**src/hdl/jagged_row_to_dense_row_mapper_core_macros.svh**
```systemverilog
// Assertion macros for the jagged row mapper.
// Used by the top level.
`ifndef JAGGED_ROW_TO_DENSE_ROW_MAPPER_CORE_MACROS_SVH
`define JAGGED_ROW_TO_DENSE_ROW_MAPPER_CORE_MACROS_SVH
`define JRD_ASSERT_IMPL(lbl, clk, rst, a, c) \
  lbl: assert property (@(posedge clk) disable iff (rst) (a) |-> (c)) else $error("lbl");
`define JRD_ASSERT_NEXT(lbl, clk, rst, a, c) \
  lbl: assert property (@(posedge clk) disable iff (rst) (a) |=> (c)) else $error("lbl");
`endif

```
**src/hdl/jrd_pkg.sv**
```systemverilog
// Package for the jagged row mapper: opcodes and register indexes.
// No dependencies.
`timescale 1ns / 1ps
package jrd_pkg;
  localparam logic OP_LOAD = 1'b0;
  localparam logic OP_MAP  = 1'b1;
  localparam logic [2:0] REG_LEVEL_COUNT = 3'd0;
  localparam logic [2:0] REG_MAX_LEN_0 = 3'd1;
  localparam logic [2:0] REG_MAX_LEN_4 = 3'd5;
  localparam int CFG_IDX_W = 3;
  localparam int VALUE_W = 24;
  localparam int DENSE_W = 48;
  localparam int LEN_W = 16;
endpackage

```
**src/hdl/jrd_mac.sv**
```systemverilog
// Shared multiply-add unit: acc*len + coord with 48-bit overflow flag; products and coord are registered.
// Depends on jrd_pkg.
`timescale 1ns / 1ps
module jrd_mac (
  input  logic clk,
  input  logic [jrd_pkg::DENSE_W-1:0] acc,
  input  logic [jrd_pkg::LEN_W-1:0] len,
  input  logic [jrd_pkg::LEN_W-1:0] coord,
  output logic [jrd_pkg::DENSE_W-1:0] res,
  output logic ovf
);
  logic [39:0] lo_p;
  logic [39:0] hi_p;
  logic [jrd_pkg::LEN_W-1:0] coord_q;
  logic [65:0] sum;
  always_ff @(posedge clk) begin
    lo_p <= acc[23:0] * len;
    hi_p <= acc[47:24] * len;
    coord_q <= coord;
  end
  always_comb begin
    sum = {2'd0, hi_p, 24'd0} + {26'd0, lo_p} + {50'd0, coord_q};
    res = sum[47:0];
    ovf = |sum[65:48];
  end
endmodule

```
**config.mk**
```make
export PLATFORM = sky130hd
export DESIGN_NAME = jrd_mac
export DESIGN_NICKNAME = d
export VERILOG_FILES = /design/src/hdl/jagged_row_to_dense_row_mapper_core_macros.svh /design/src/hdl/jrd_pkg.sv /design/src/hdl/jrd_mac.sv
export SDC_FILE = /design/constraint.sdc
export NUM_CORES = 2
export LEC_CHECK = 0
export ABC_AREA = 1
export BUFFER_PORTS_ARGS = -buffer_cell sky130_fd_sc_hd__buf_4
export CAP_MARGIN = 5
export CORE_ASPECT_RATIO = 1.5
export CORE_MARGIN = 2
export CORE_UTILIZATION = 45
export CTS_BUF_LIST = sky130_fd_sc_hd__clkbuf_2
export CTS_CLUSTER_SIZE = 20
export DETAILED_ROUTE_END_ITERATION = 10
export GPL_ROUTABILITY_DRIVEN = 0
export GPL_TIMING_DRIVEN = 0
export PLACE_DENSITY_LB_ADDON = 0.12
export RECOVER_POWER = 50
export SKIP_LAST_GASP = 1
export SLEW_MARGIN = 10
export SYNTH_ARGS = -nofsm -noshare
export SYNTH_HDL_FRONTEND = slang
export SYNTH_SLANG_ARGS = --single-unit
```
**constraint.sdc**
```tcl
create_clock -name clk -period 13.6 [get_ports clk]
set_input_delay 0.68 -clock clk [delete_from_list [all_inputs] [get_ports clk]]
set_output_delay 0.68 -clock clk [all_outputs]
set_load 0.02 [all_outputs]
```
---- Word level (Yosys, flattened, before mapping) ----
Cells that the tools add are included.
storage, ports and cells
  register bits after elaboration ......... 96
  latch bits .............................. 0
  memory bits (writable) .................. 0
  memory bits (read-only) ................. 0
  input bits .............................. 81
  output and inout port bits .............. 49
  memories kept ........................... 0
cells by class
  $add $sub $neg .......................... 2
  multiply operators ...................... 2
  div/mod/pow operators ................... 0
  order comparisons ....................... 0
  eq/ne operators ......................... 0
  shifts and indexed selects .............. 0
  mux-type cells .......................... 0
  bitwise logic cells ..................... 0
  reductions and logical operators ........ 1
operator list
  operator                                        count
  24-bit by 16-bit multiplier with 40-bit output  2
  65-bit by 16-bit adder with 66-bit output       1
  64-bit by 40-bit adder with 65-bit output       1
  18-bit OR reduction                             1

---- Logic depth before layout (Yosys ltp) ----
  word-level depth ........................ 3
  depth in mapped cells ................... 28
  gate-level depth less buffers ........... 26

---- Least setup slack after synthesis ----
No wires, ideal clock.
  path kind ............................... input to register
  start ................................... input port len[1] (netlist name)
  end ..................................... register lo_p[28]
  library setup time ...................... 0.127 ns
  arrival time ............................ 5.817 ns
  required time ........................... 13.473 ns
  setup slack ............................. 7.656 ns
  stages on the path ...................... 22
  path buffers ............................ 2
  cell sequence ........................... clkbuf_1 -> clkbuf_1 -> nand2_1 -> fa_1 -> inv_1 -> fa_1 -> inv_1 -> fa_1 -> inv_1 -> fa_1 -> fa_1 -> inv_1 -> fa_1 -> inv_1 -> ha_1 -> a21o_1 -> a21oi_1 -> o21a_1 -> o21ai_0 -> a21oi_1 -> o21ai_0 -> xor2_1
on the way
  longest elaborated chain between the ends .. 1
RTL lines
  item                                            line           RTL
  start, declared                                 jrd_mac.sv:7   input logic [jrd_pkg::LEN_W-1:0] len,
  24-bit by 16-bit multiplier with 40-bit output  jrd_mac.sv:17  lo_p <= acc[23:0] * len;
  end signal, assigned                            jrd_mac.sv:17
  end, declared                                   jrd_mac.sv:12  logic [39:0] lo_p;
No other way between the ends.

---- Worst setup path after layout ----
  start ................................... input port len[15] (netlist name)
  end ..................................... register lo_p[37]
Same word-level chain as after synthesis.

==> results.py <==
metrics = {
    "clocking": {
        "cts_max_level": 3,
        "clock_path_buffers": 2,
        "cts_resized": 0,
        "hold_buffers": 0,
        "cts_setup_buffers": 0,
        "cts_sinks": 96,
        "clkTransAtPathRegs_ns": 0.31,
        "root_buffer": "clkbuf_2",
        "cts_tree": "yes",
        "cts_buffers": 9,
    },
    "grt": {
        "grt_pass1_vias": 28400,
        "grt_usage": 0.300,
        "grt_max_degree": 21,
        "gr-total-overflow": 0,
        "grt_pass1_wl_microns": 162000,
        "antenna_found_initial": 1,
    },
    "yosys": {
        "syn-instance-count": 4353,
        "synth_fa_ha_area_frac": 0.488,
        "synth_nets": 5303,
        "synth_top_area_frac": 0.387,
        "synth_top_family_by_area": "adder cells",
        "yosysWarnings": 0,
        "yosys.area_share.simple": 0.206,
        "synthArstFlopShare": 0,
        "syn_area_sq_um": 31700,
        "synthMuxAreaShare": 0,
        "synth_compound_area_frac": 0.0435,
        "synth_enable_flop_cells": 0,
        "synth_area_leaders": "fa_1, nand2_1, inv_1",
        "synth_xor_area_frac": 0.0337,
        "ys_seq_area_frac": 0.0606,
        "synth_top_cell_by_area": "fa_1",
        "ys_types": 48,
        "ys_seq_elements": 96,
        "synth_top_flop_cell": "dfxtp_1",
        "syn_avg_cell_area_sq_um": 7.29,
    },
    "floorplan": {
        "die_y_microns": 329,
        "dieArea_sq_um": 72700,
        "core_sq_um": 70000,
        "pin_count": 130,
        "fp-row-count": 119,
        "die_w_microns": 221,
        "initial_core_util": 0.453,
    },
    "final_layout": {
        "drive_gt1_frac": 0.0298,
        "finalNetCount": 5379,
        "final_cell_mix": "nand2_1, inv_1, fa_1",
        "areaGrowthSynthToFinish_pct": 5.03,
        "fillCellCount": 7328,
        "final_common_cell": "nand2_1",
    },
    "setup_path": {
        "crit_path_top_delay_cell": "clkbuf_1",
        "crit_fanout": 10,
        "cp_common_cell": "fa_1",
        "worstPathRequired_ns": 14.26,
        "setup.worst_path.class": "input pin to flop",
        "crit_path_start": "len[15]",
        "cp.arrival_ns": 7.50,
        "path_cells": "clkbuf_1 > clkbuf_1 > nand2_1 > inv_1 > fa_1 > fa_1 > fa_1 > fa_1 > fa_1 > inv_1 > fa_1 > inv_1 > ha_1 > nand2_1 > nor2_1 > inv_1 > nor4_1 > o21ai_0 > nand3_1 > xor2_1",
        "max_stage_delay_ns": 0.93,
        "endpoint_kind": "flop",
        "startpoint_type": "input pin",
    },
    "sta": {
        "setup_violations": 0,
        "worst_slew_pin_slew_ns": 1.34,
        "setup_ws_ns": 6.75,
        "final.setup.tns_ns": 0,
        "slew_viol_final": 0,
        "fmax_mhz": 146,
        "max_slew_margin": 0.105,
        "period_share": 0.503,
        "finalHoldViolCount": 0,
        "min_period_ns": 6.85,
        "rsz0062_at_grt": "no",
    },
    "routing": {
        "drc": 0,
        "routed_via_density": 5.05,
        "ant_nets": 0,
        "drt_iter0_markers": 1704,
        "wl_per_cell_microns": 19.7,
        "wirelength_microns": 105000,
        "vias": 27000,
        "drtPass1Iterations": 6,
    },
    "worst_hold_path": {
        "hp-class": "input pin to flop",
        "holdPathStages": 1,
        "hold_start": "coord[10]",
        "hold-path-endpoint": "coord_q[10]$_DFF_P_",
    },
    "placement": {
        "port_buffers": 65,
        "place_ws_ns": 6.15,
        "dp_hpwl_microns": 90100,
    },
    "flow_run": {
        "maxCapViolCount": 0,
    },
    "run_status": {
        "status": "completed",
    },
}
-- logic make-up (layout without fill, tap and decap cells) --
logic type	after synthesis	after routing
AND/OR/NAND/NOR	1604	1604
flip-flops	96	96
XOR/XNOR	122	122
buffers and inverters	1418	1499
other	0	1
AO/OA/AOI/OAI	244	244
adder cells (fa/ha/maj)	869	869
-- routing by layer --
layer | routed length, microns | GRT usage | up-vias
li1 | - | - | 12600
met1 | 39500 | 0.352 | 13200
met2 | 52100 | 0.528 | 939
met3 | 6320 | 0.0353 | 255
met4 | 7220 | 0.172 | 0
met5 | 0 | 0 | -
-- synth_stat cells, drive strengths merged, types with 7 or more instances --
master and number:
nand4 22, a21oi 115, a21o 8, fa 613, buf 7, ha 256
nor2 189, o21ai 62, o21a 7, dfxtp 96, nand3 84, o21bai 7
nor3 31, a31oi 29, xnor2 40, clkbuf 169, nand2 1264, xor2 82
inv 1241
-- cell type report --
cell class                      count  area, sq um  share of cell area
Timing Repair Buffer               65          379              0.0114
Inverter                         1242         4660               0.140
Buffer                            176          662              0.0199
Multi-Input combinational cell   2839        24400               0.733
Sequential cell                    96         1920              0.0577
Clock buffer                        9         45.0             0.00135
Clock inverter                      7         81.3             0.00244
Antenna cell                        1         2.50           0.0000751
Tap cell                          907         1130              0.0341
-- registers in the layout, indices dropped and copies added, names as in the netlist --
signal	cells
lo_p	40
coord_q	16
hi_p	40
-- through the flow --
stage	area (sq um)	hold WS (ns)	cells	utilization
CTS	33500	0.0119	5341	0.478
global route	33300	0.0328	5342	0.476
finish	33300	0.0813	5342	0.476
global placement	33300	0.786	5325	0.476
detailed placement	33300	0.786	5325	0.476
floorplan	31700	0.708	4353	-
-- worst max-delay path by stage --
stage | to | depth (start not counted)
6_report | lo_p[37]$_DFF_P_ | 20
5_1_grt | hi_p[36]$_DFF_P_ | 22
4_1_cts | hi_p[36]$_DFF_P_ | 20
3_5_place_dp | lo_p[37]$_DFF_P_ | 20
3_3_place_gp | lo_p[37]$_DFF_P_ | 20
2_1_floorplan | lo_p[28]$_DFF_P_ | 22
-- critical path, delay by kind of cell --
| family | cells | cell delay (ns) |
|---|---|---|
| AOI/OAI and AO/OA | 1 | 0.19 |
| adders and majority gates | 7 | 3.32 |
| and+or+nand+nor | 5 | 1.02 |
| buffers and inverters | 6 | 2.11 |
| xor gates and xnor gates | 1 | 0.14 |
Power is not shown: default switching activity piles up to over one toggle a cycle in this logic, so the estimate is an artifact.
